## src/design/trwb_pkg.sv

```systemverilog
`timescale 1ns / 1ps
// Shared types, command constants and BCD helpers for the three-wire RTC burst master.
package trwb_pkg;

    // Number of time bytes moved in one burst.
    localparam int unsigned NUM_TIME = 7;

    // Request kinds carried on the input side.
    localparam logic [1:0] REQ_TICK = 2'd0;

    // Command and control bytes sent on the wire.
    localparam logic [7:0] CMD_CTRL_WRITE  = 8'h8E;
    localparam logic [7:0] CMD_BURST_WRITE = 8'hBE;
    localparam logic [7:0] CMD_BURST_READ  = 8'hBF;
    localparam logic [7:0] CTRL_PROTECT    = 8'h80;
    localparam logic [7:0] CTRL_OPEN       = 8'h00;
    localparam logic [7:0] HALF_PERIOD_MIN = 8'h01;

    // Operation in progress; the codes match the request kinds.
    typedef enum logic [1:0] {
        OP_IDLE  = 2'd0,
        OP_INIT  = 2'd1,
        OP_WRITE = 2'd2,
        OP_READ  = 2'd3
    } op_t;

    // One result beat as produced by the engine.
    typedef struct packed {
        logic                          busy_res;
        logic [NUM_TIME-1:0][7:0]      time_bin;
        logic                          dio_out;
        logic                          chip_enable;
        logic                          sclk;
        logic                          done_res;
    } result_t;

    // Transactions in one request.
    function automatic logic [1:0] steps_of(input op_t op);
        logic [1:0] n;
        if (op == OP_INIT) begin
            n = 2'd2;
        end else if (op == OP_WRITE) begin
            n = 2'd3;
        end else begin
            n = 2'd1;
        end
        return n;
    endfunction

    // Bytes in one transaction.
    function automatic logic [3:0] bytes_of(input op_t op, input logic [1:0] step);
        logic [3:0] n;
        if (op == OP_WRITE && step == 2'd1) begin
            n = 4'd9;
        end else if (op == OP_READ) begin
            n = 4'd8;
        end else begin
            n = 4'd2;
        end
        return n;
    endfunction

    // Every byte of a burst read after the command byte is shifted in.
    function automatic logic is_read_byte(input op_t op, input logic [3:0] idx);
        return (op == OP_READ) && (idx != 4'd0);
    endfunction

    // Binary to BCD for values below 100; tens come from a reciprocal multiply, exact below 128.
    function automatic logic [7:0] to_bcd(input logic [6:0] v);
        logic [14:0] prod;
        logic [3:0]  tens;
        logic [6:0]  tens_x10;
        logic [3:0]  units;
        prod     = 15'(v) * 15'd205;
        tens     = prod[14:11];
        tens_x10 = {tens, 3'b000} + {2'b00, tens, 1'b0};
        units    = 4'(v - tens_x10);
        return {tens, units};
    endfunction

    // BCD to binary without masking the digits, so the result stays below 166.
    function automatic logic [7:0] from_bcd(input logic [7:0] b);
        return {1'b0, b[7:4], 3'b000} + {3'b000, b[7:4], 1'b0} + {4'b0000, b[3:0]};
    endfunction

endpackage

```

## src/design/trwb_engine.sv

```systemverilog
`timescale 1ns / 1ps
// Serial sequencer state, its next-state logic and the result it produces for each tick.
module trwb_engine
    import trwb_pkg::*;
(
    input  logic        aclk,
    input  logic        aresetn,
    input  logic        cfg_we,
    input  logic [7:0]  cfg_wdata,
    input  logic        tick_accept,
    input  logic [1:0]  req_type,
    input  logic        dio_in,
    input  logic [6:0]  time_in [NUM_TIME],
    output result_t     result
);

    logic [7:0] hp_reg;
    op_t        op_reg, op_next;
    logic [1:0] step_reg, step_next;
    logic [3:0] byte_reg, byte_next;
    logic [2:0] bit_reg, bit_next;
    logic       phase_reg, phase_next;
    logic [7:0] div_reg, div_next;
    logic [7:0] shift_reg, shift_next;
    logic [7:0] time_reg [NUM_TIME];
    logic [7:0] time_next [NUM_TIME];
    logic       done_next;

    logic [7:0] hp_eff;
    logic [7:0] div_inc;
    logic       half_end;
    logic [3:0] nbytes_cur;
    logic [3:0] byte_inc;
    logic [1:0] step_inc;
    logic       rd_cur;
    logic [2:0] rd_idx;
    logic [2:0] send_idx;
    logic [7:0] send_byte;
    logic [3:0] nbytes_nx;
    logic       on_wire;

    // Half period register; zero behaves as one.
    always_ff @(posedge aclk) begin
        if (!aresetn) begin
            hp_reg <= HALF_PERIOD_MIN;
        end else if (cfg_we) begin
            hp_reg <= cfg_wdata;
        end
    end

    assign hp_eff     = (hp_reg == 8'd0) ? HALF_PERIOD_MIN : hp_reg;
    assign div_inc    = div_reg + 8'd1;
    assign half_end   = (div_inc >= hp_eff);
    assign nbytes_cur = bytes_of(op_reg, step_reg);
    assign byte_inc   = byte_reg + 4'd1;
    assign step_inc   = step_reg + 2'd1;
    assign rd_cur     = is_read_byte(op_reg, byte_reg);
    assign rd_idx     = 3'(byte_reg - 4'd1);
    assign send_idx   = 3'(byte_inc - 4'd1);

    // Byte that goes out next once the current byte has finished.
    always_comb begin
        if (op_reg == OP_READ) begin
            send_byte = (byte_inc == 4'd0) ? CMD_BURST_READ : CTRL_OPEN;
        end else if (op_reg == OP_WRITE && step_reg == 2'd1) begin
            if (byte_inc == 4'd0) begin
                send_byte = CMD_BURST_WRITE;
            end else if (byte_inc <= 4'(NUM_TIME)) begin
                send_byte = time_reg[send_idx];
            end else begin
                send_byte = CTRL_OPEN;
            end
        end else if (byte_inc == 4'd0) begin
            send_byte = CMD_CTRL_WRITE;
        end else if ((op_reg == OP_INIT && step_reg == 2'd1) ||
                     (op_reg == OP_WRITE && step_reg == 2'd2)) begin
            send_byte = CTRL_PROTECT;
        end else begin
            send_byte = CTRL_OPEN;
        end
    end

    // Next state for one tick.
    always_comb begin
        op_next    = op_reg;
        step_next  = step_reg;
        byte_next  = byte_reg;
        bit_next   = bit_reg;
        phase_next = phase_reg;
        div_next   = div_reg;
        shift_next = shift_reg;
        time_next  = time_reg;
        done_next  = 1'b0;
        if (op_reg == OP_IDLE) begin
            if (req_type != REQ_TICK) begin
                op_next    = op_t'(req_type);
                step_next  = 2'd0;
                byte_next  = 4'd0;
                bit_next   = 3'd0;
                phase_next = 1'b0;
                div_next   = 8'd0;
                shift_next = (op_t'(req_type) == OP_READ) ? CMD_BURST_READ : CMD_CTRL_WRITE;
                if (op_t'(req_type) == OP_WRITE) begin
                    for (int i = 0; i < NUM_TIME; i++) begin
                        time_next[i] = to_bcd(time_in[i]);
                    end
                end
            end
        end else begin
            div_next = div_inc;
            if (half_end) begin
                div_next = 8'd0;
                if (byte_reg >= nbytes_cur) begin
                    // Release half period is over: next transaction or finish.
                    if (step_inc >= steps_of(op_reg)) begin
                        op_next    = OP_IDLE;
                        step_next  = 2'd0;
                        byte_next  = 4'd0;
                        bit_next   = 3'd0;
                        phase_next = 1'b0;
                        shift_next = 8'd0;
                        done_next  = 1'b1;
                    end else begin
                        step_next  = step_inc;
                        byte_next  = 4'd0;
                        bit_next   = 3'd0;
                        phase_next = 1'b0;
                        shift_next = (op_reg == OP_WRITE && step_inc == 2'd1) ?
                                     CMD_BURST_WRITE : CMD_CTRL_WRITE;
                    end
                end else if (!phase_reg) begin
                    // End of the low half: sample the pin on read bytes.
                    if (rd_cur) begin
                        shift_next = {dio_in, shift_reg[7:1]};
                    end
                    phase_next = 1'b1;
                end else begin
                    // End of the high half: advance to the next bit.
                    phase_next = 1'b0;
                    if (!rd_cur) begin
                        shift_next = {1'b0, shift_reg[7:1]};
                    end
                    if (bit_reg == 3'd7) begin
                        if (rd_cur) begin
                            time_next[rd_idx] = shift_reg;
                        end
                        bit_next   = 3'd0;
                        byte_next  = byte_inc;
                        shift_next = (byte_inc < nbytes_cur) ? send_byte : CTRL_OPEN;
                    end else begin
                        bit_next = bit_reg + 3'd1;
                    end
                end
            end
        end
    end

    // Pin levels and read-back values as they stand after the tick.
    assign nbytes_nx = bytes_of(op_next, step_next);
    assign on_wire   = (op_next != OP_IDLE) && (byte_next < nbytes_nx);

    always_comb begin
        result.done_res    = done_next;
        result.busy_res    = (op_next != OP_IDLE);
        result.chip_enable = on_wire;
        result.sclk        = on_wire ? phase_next : 1'b1;
        if (on_wire && !is_read_byte(op_next, byte_next)) begin
            result.dio_out = shift_next[0];
        end else begin
            result.dio_out = 1'b1;
        end
        for (int i = 0; i < NUM_TIME; i++) begin
            result.time_bin[i] = from_bcd(time_next[i]);
        end
    end

    // State advances once per accepted tick.
    always_ff @(posedge aclk) begin
        if (!aresetn) begin
            op_reg    <= OP_IDLE;
            step_reg  <= 2'd0;
            byte_reg  <= 4'd0;
            bit_reg   <= 3'd0;
            phase_reg <= 1'b0;
            div_reg   <= 8'd0;
            shift_reg <= 8'd0;
            for (int i = 0; i < NUM_TIME; i++) begin
                time_reg[i] <= 8'd0;
            end
        end else if (tick_accept) begin
            op_reg    <= op_next;
            step_reg  <= step_next;
            byte_reg  <= byte_next;
            bit_reg   <= bit_next;
            phase_reg <= phase_next;
            div_reg   <= div_next;
            shift_reg <= shift_next;
            time_reg  <= time_next;
        end
    end

endmodule

```

## src/design/trwb_out_buf.sv

```systemverilog
`timescale 1ns / 1ps
// Result register with a skid stage, so a new beat can enter while one waits.
module trwb_out_buf
    import trwb_pkg::*;
(
    input  logic    aclk,
    input  logic    aresetn,
    input  logic    push,
    input  result_t push_data,
    output logic    push_ready,
    output logic    m_valid,
    input  logic    m_ready,
    output result_t m_data
);

    logic    main_valid_reg;
    logic    skid_valid_reg;
    result_t main_reg;
    result_t skid_reg;
    logic    pop;

    assign pop        = main_valid_reg && m_ready;
    assign push_ready = !skid_valid_reg;
    assign m_valid    = main_valid_reg;
    assign m_data     = main_reg;

    // Valid flags: the skid beat always drains into the main register first.
    always_ff @(posedge aclk) begin
        if (!aresetn) begin
            main_valid_reg <= 1'b0;
            skid_valid_reg <= 1'b0;
        end else if (skid_valid_reg) begin
            if (pop) begin
                skid_valid_reg <= 1'b0;
            end
        end else if (push) begin
            if (main_valid_reg && !pop) begin
                skid_valid_reg <= 1'b1;
            end else begin
                main_valid_reg <= 1'b1;
            end
        end else if (pop) begin
            main_valid_reg <= 1'b0;
        end
    end

    // Payload registers.
    always_ff @(posedge aclk) begin
        if (skid_valid_reg) begin
            if (pop) begin
                main_reg <= skid_reg;
            end
        end else if (push) begin
            if (main_valid_reg && !pop) begin
                skid_reg <= push_data;
            end else begin
                main_reg <= push_data;
            end
        end
    end

endmodule

```

## src/design/three_wire_rtc_burst_master.sv

```systemverilog
`timescale 1ns / 1ps
// Top level of the three-wire RTC burst master: beat unpacking, engine and result buffer.
//
//  channel | direction | payload
//  --------+-----------+------------------------------------------------------------
//  cfg     | in        | cfg_wdata: half period in ticks, written when cfg_we is high
//  s_      | in        | one tick: request kind in tuser, pin sample and time in tdata
//  m_      | out       | pin levels, read-back time and busy in tdata, done in tlast
//
// Every accepted input beat is one tick and yields one result beat, registered in the
// result buffer; a beat can be taken every cycle while s_tready is high. Synchronous
// active-low reset returns the sequencer to idle with the time store cleared and the
// half period set to one tick. When the result side stalls, a skid stage holds one
// extra beat; s_tready drops only once it is full.
module three_wire_rtc_burst_master
    import trwb_pkg::*;
(
    input  logic        aclk,
    input  logic        aresetn,
    input  logic        cfg_we,
    input  logic [7:0]  cfg_wdata,
    input  logic        s_tvalid,
    output logic        s_tready,
    // dio_in[0], sec_in[6:1], min_in[12:7], hour_in[17:13], date_in[22:18],
    // month_in[26:23], weekday_in[29:27], year_in[36:30], zero fill above
    input  logic [39:0] s_tdata,
    // req_type[1:0]
    input  logic [1:0]  s_tuser,
    output logic        m_tvalid,
    input  logic        m_tready,
    // sclk[0], chip_enable[1], dio_out[2], sec_out[10:3], min_out[18:11],
    // hour_out[26:19], date_out[34:27], month_out[42:35], weekday_out[50:43],
    // year_out[58:51], busy_res[59], zero fill above
    output logic [63:0] m_tdata,
    output logic        m_tlast
);

    logic       tick_accept;
    logic [6:0] time_in [NUM_TIME];
    result_t    eng_result;
    result_t    out_result;

    assign tick_accept = s_tvalid && s_tready;

    // Time fields widened to a common width, seconds first.
    assign time_in[0] = {1'b0, s_tdata[6:1]};
    assign time_in[1] = {1'b0, s_tdata[12:7]};
    assign time_in[2] = {2'b00, s_tdata[17:13]};
    assign time_in[3] = {2'b00, s_tdata[22:18]};
    assign time_in[4] = {3'b000, s_tdata[26:23]};
    assign time_in[5] = {4'b0000, s_tdata[29:27]};
    assign time_in[6] = s_tdata[36:30];

    trwb_engine u_engine (
        .aclk        (aclk),
        .aresetn     (aresetn),
        .cfg_we      (cfg_we),
        .cfg_wdata   (cfg_wdata),
        .tick_accept (tick_accept),
        .req_type    (s_tuser),
        .dio_in      (s_tdata[0]),
        .time_in     (time_in),
        .result      (eng_result)
    );

    trwb_out_buf u_out_buf (
        .aclk       (aclk),
        .aresetn    (aresetn),
        .push       (tick_accept),
        .push_data  (eng_result),
        .push_ready (s_tready),
        .m_valid    (m_tvalid),
        .m_ready    (m_tready),
        .m_data     (out_result)
    );

    // Result beat packing.
    assign m_tdata = {4'b0000, out_result.busy_res, out_result.time_bin,
                      out_result.dio_out, out_result.chip_enable, out_result.sclk};
    assign m_tlast = out_result.done_res;

`ifndef NO_ASSERTIONS
    // Input side only stalls while a result is held.
    a_stall_has_result: assert property (@(posedge aclk) disable iff (!aresetn)
        !s_tready |-> m_tvalid)
        else $error("input stalled with no result held");

    // Chip enable on the wire only during a request.
    a_ce_needs_busy: assert property (@(posedge aclk) disable iff (!aresetn)
        (m_tvalid && m_tdata[1]) |-> m_tdata[59])
        else $error("chip enable high outside a request");

    // A finished request leaves the bus released and idle.
    a_done_idle: assert property (@(posedge aclk) disable iff (!aresetn)
        (m_tvalid && m_tlast) |-> (!m_tdata[59] && m_tdata[0] && !m_tdata[1] && m_tdata[2]))
        else $error("done beat without released bus");
`endif

endmodule
```

## config.mk

```make
export PLATFORM = sky130hd
export DESIGN_NAME = three_wire_rtc_burst_master
export DESIGN_NICKNAME = d
export VERILOG_FILES = /design/src/design/trwb_pkg.sv /design/src/design/trwb_engine.sv /design/src/design/trwb_out_buf.sv /design/src/design/three_wire_rtc_burst_master.sv
export SDC_FILE = /design/constraint.sdc
export NUM_CORES = 1
export LEC_CHECK = 0
export ABC_AREA = 1
export CORE_UTILIZATION = 50
export DETAILED_ROUTE_END_ITERATION = 8
export DONT_BUFFER_PORTS = 1
export PLACE_DENSITY = 0.68
export SYNTH_ARGS = -nofsm -noshare
export SYNTH_HDL_FRONTEND = slang
export SYNTH_SLANG_ARGS = --single-unit
```

## constraint.sdc

```tcl
create_clock -name aclk -period 5.2 [get_ports aclk]
set_clock_uncertainty 0.15 [all_clocks]
set_input_delay 0.26 -clock aclk [delete_from_list [all_inputs] [get_ports aclk]]
set_output_delay 0.26 -clock aclk [all_outputs]
set_load 0.03 [all_outputs]
```

**Word-level counts from Yosys, hierarchy flattened**

Cells that the tools add are included.

- Add/subtract/negate cells: 34
- $mul: 6
- $lt $le $gt $ge: 9
- Equal/unequal tests: 17
- Muxes and demuxes: 90
- Bitwise operators: 3
- Reductions and logical operators: 35

Operators with widths:

| cell | number |
|---|---|
| 2-to-1 mux 56 bit | 8 |
| 2-to-1 mux 61 bit | 4 |
| 2-to-1 mux 8 bit | 24 |
| adder 7 x 5 -> 8 bit | 7 |
| adder 8 x 4 -> 8 bit | 7 |
| bitwise mux 56 bit | 1 |
| 2-to-1 mux 4 bit | 10 |
| 2-to-1 mux 2 bit | 15 |
| multiplier 6 x 8 -> 14 bit, second input constant | 2 |
| multiplier 5 x 8 -> 13 bit, second input constant | 2 |
| binary-select mux 8 bit (select 3 bit) | 1 |
| demux 8 bit (select 3 bit) | 1 |
| subtractor 4 bit | 6 |
| 2-to-1 mux 1 bit | 18 |
| 2-to-1 mux 3 bit | 6 |
| adder 4 bit | 4 |
| multiplier 7 x 8 -> 15 bit, second input constant | 1 |
| == test 2 bit, second input constant | 7 |
| logical AND 1 bit | 13 |
| multiplier 4 x 8 -> 12 bit, second input constant | 1 |
| 2-to-1 mux 6 bit | 2 |
| nonzero test 4 bit | 3 |
| nonzero test 2 bit | 5 |
| AND reduction 3 bit | 3 |
| other kinds (31) | 43 |

- Register bits after elaboration: 216
- Input port bits: 55
- Logic and storage cells: 236

**Depth between registers and ports, before layout**

- Depth in word-level cells: 22
- Depth in mapped cells: 37

**Cells and area by module**

From an unflattened synthesis, not the netlist that was laid out.

- Cells, all modules: 2,568
- Area total of the unflattened synthesis: 20,500.9 sq um

Modules (own cells, without submodules):

| module | times used | cells an instance | area an instance (sq um) | seq. area each (sq um) |
|---|---|---|---|---|
| trwb_engine | 1 | 2,222 | 15,867.7 | 1,841.8 |
| trwb_out_buf | 1 | 339 | 4,591.9 | 3,703.6 |
| three_wire_rtc_burst_master | 1 | 7 | 41.3 | 0.0 |

**Least setup slack after synthesis**

OpenSTA, ideal clock, no wires.

- Path type: input to register
- From: in s_tdata[34]
- To: reg u_out_buf.skid_reg[58] in the netlist's numbering (data pin)
- Library setup time: 0.255 ns
- Arrival time: 5.047 ns
- Data required time: 4.795 ns
- Path slack: -0.251 ns
- Stages: 32
- Path buffers: 0
- Path through: ha_1 -> ha_1 -> fa_1 -> inv_1 -> fa_1 -> inv_1 -> ha_1 -> nand2_1 -> inv_1 -> nand2_1 -> nand2_1 -> nand2_1 -> nand2_1 -> nand2_1 -> nand2_1 -> xor2_1 -> inv_1 -> ha_1 -> nand2_1 -> nand3_1 -> nand2_1 -> nand2_1 -> nand2_1 -> nand3_1 -> a21boi_0 -> fa_1 -> fa_1 -> nor2_1 -> a211oi_1 -> inv_1 -> nand2_1 -> and2_1

RTL lines:

| item | line | RTL |
|---|---|---|
| from (decl) | three_wire_rtc_burst_master.sv:26 | `input logic [39:0] s_tdata,` |
| to (signal assigned) | trwb_out_buf.sv:55 | `skid_reg <= push_data;` |
| to (decl) | trwb_out_buf.sv:19 | `result_t skid_reg;` |

==> results.yml <==
logic_synthesis:
  ys_ff_latch: 216
  synth_area_leaders: "edfxtp_1 21%, ha_1 17%, nand2_1 11%"
  netlist_area_um2: 17110
  syn_inst: 2200
  yosys_warnings: 0
  synth_flop_cell: "edfxtp_1"
  syn_area_per_cell_um2: 7.775
  synthTopCellsByCount: "515 x nand2_1, 304 x inv_1, 239 x ha_1, 199 x a21oi_1, 193 x o21ai_0"
  synth_top_area_share_pct: 21.42
  ys_types: 50
  yosysMostFrequentCell: "nand2_1"
  synthArstFlopShare_pct: 0
  synth_edf_count: 122
  synth_area_leader_cell: "edfxtp_1"
  yosysSeqAreaShare_pct: 32.42
timing:
  post-route-period-util_pct: 95.28
  drv_slew: 0
  max_slew_margin_pct: 24.48
  setup_ws_ns: 0.2456
  finalHoldViolCount: 0
  max_slew.worst_pin.slew_ns: 1.132
  fin_tns_setup_ns: 0
  layout_min_cycle_time_ns: 4.954
  fmax_mhz: 201.8
  setup_viol: 0
  hold_ws_ns: 0.006996
clock_network:
  cts-root-buf: "clkbuf_16"
  cts-buffers-inserted: 25
  cts.sinks: 216
  worstSkewPairLatency_ns: 0.54
  clkTransAtPathRegs_ns: 0.06
  cts_buffer_depth: 3
  htreeDepth: 1
  cts_tree: "done"
floorplanning:
  die_h_um: 187.0
  start_util_pct: 50.88
  num_rows: 67
  io_pins: 122
  core_area_um2: 33620
  die_x_um: 187.0
  dieArea_um2: 34950
worst_setup_path:
  worstPathRequired_ns: 5.34
  start_kind: "flip-flop"
  critPathCaptureType: "flip-flop"
  critPathKind: "reg2reg"
  path_max_fanout: 15
  worstPathArrival_ns: 5.09
final_layout:
  area_growth_syn_to_layout_pct: 12.79
  post_layout_nonfiller_instances: 2728
  final_nets: 2591
  final_cell_area_um2: 19290
  fin_util_pct: 57.39
  drive_gt1_share_pct: 8.648
placed_design:
  place_inst: 2644
  placed_area_um2: 17970
  detailed_place_hpwl_um: 32810
  gp_congestion: 0.9741
  pre_cts_slack_ns: -0.4459
  io_buffers: 0
grt:
  grt_pass1_vias: 14150
  grt_pass1_wl_um: 72620
  antenna_found_initial: 2
  grt-ovfl-total: 0
  grt_max_degree: 105
  grt_use_total_pct: 25.58
power_and_ir_drop:
  p_seq_share_pct: 37.9
  p_leak_nw: 9.511
  p_sw_share_pct: 38.91
  vdd_drop_max_v: 0.0002756
  p_switching_mw: 2.656
  combPwrFrac_pct: 37.5
  intPower_mw: 4.169
  p_clk_share_pct: 24.6
  total_power_mw: 6.825
  power_density_nw_per_um2: 353.7
detailed_routing:
  vias_per_cell: 5.475
  drc: 0
  drt_wl_total_um: 45260
  wire_per_inst_um: 16.59
  drtIter0Drc: 1145
  first_pass_iters: 8
  vias: 14940
  drtAntennaViolNets: 0
flow_run:
  maxCapViolations: 0
worst_hold_path:
  hold_path.class: "in2reg"
status:
  outcome: "completed"
-- power groups by stage --
stage / clock network (mW) / logic, mW / registers, mW
after global routing: 1.76 / 2.94 / 2.61
after CTS: 1.70 / 2.50 / 2.59
final: 1.68 / 2.56 / 2.59
after detailed placement: 0 / 2.45 / 2.62
after global placement: 0 / 2.35 / 2.62
after floorplan: 0 / 1.77 / 2.58
-- worst max-delay path, stage by stage, from the launching register on --
cell      delay, ns
dfxtp_2        0.39
inv_1          0.09
ha_1           0.23
nand2_1        0.08
inv_1          0.13
nor2_2         0.17
inv_1          0.11
ha_1           0.30
nand2_1        0.07
nand2_1        0.05
nand2_1        0.13
nand3_4        0.13
inv_2          0.11
nand2_4        0.09
nor2_8         0.14
nand2_2        0.23
nand2_1        0.12
o211ai_1       0.08
nand2_1        0.22
inv_1          0.12
fa_1           0.52
fa_1           0.48
a21o_1         0.17
a21oi_1        0.15
nand2_1        0.09
nand3_1        0.08
nand2_1        0.07
-- cell usage in the layout, fill, tap and decap left out, types with 4 or more instances in the layout --
cell and n:
and2_1 7, xnor2_1 11, a21oi_1 195, nand3_1 86, clkbuf_16 25, nand2_1 513, o211ai_1 30, a21oi_2 6
fa_2 5, nor2_2 7, ha_4 8, clkinv_1 7, inv_1 301, xor2_2 4, or2_2 11, fa_1 33
conb_1 4, a31oi_1 18, dfxtp_1 92, ha_1 228, a211oi_1 8, buf_4 79, inv_2 11, nand3b_1 10
nor2_1 104, clkinv_2 8, xor2_1 27, o21ai_0 189, dlygate4sd3_1 31, a21o_1 7, nand2_2 6, clkbuf_1 5
o21ai_1 18, nand4_1 16, edfxtp_1 122
-- cells by family after synthesis --
kind of cell	Yosys count	synth area share, %
AO/OA/AOI/OAI	487	15.38
adder cells (fa/ha/maj)	277	21.93
buffers and inverters	400	8.953
AND/OR/NAND/NOR	775	18.92
XOR/XNOR	44	2.385
other	1	0.02192
flip-flops	216	32.42
-- final cells by class --
type                    count  area, um2
diodes                      2      5.005
clock buffers              31      658.1
clock inverters            15      102.6
fillers                  3054      14320
inverters                 316       1194
multi-input cells        1587      10250
flip-flops and latches    216       5548
well taps                 448      560.5
repair buffers            113      970.9
-- layer usage --
metal	vias up	wire (um)	GRT usage [%]
met2	544	20220	41.22
met5	-	0	0
met1	6888	20100	35.21
met4	0	1057	7.251
met3	73	3882	4.465
li1	7431	-	-
-- worst paths after layout --
check                            from                    end  slack, ns  depth (start not counted)
setup reg to reg   u_engine.op_reg[0]   u_out_buf.m_data[42]       0.25                         26
hold reg to reg   u_engine.bit_reg[1]    u_engine.bit_reg[1]       0.33                          2
setup / recovery   u_engine.op_reg[0]   u_out_buf.m_data[42]       0.25                         26
hold / removal             s_tdata[2]  u_out_buf.skid_reg[4]      0.007                          3
-- timing repair --
action | CTS | global route
resized for setup | 0 | 35
hold buffers | 32 | 0
endpoints found under the setup margin | 0 | 30
buffers inserted | 0 | 4
hold endpoints to repair | 78 | 0
No activity file was read; power rests on OpenSTA's default activity.
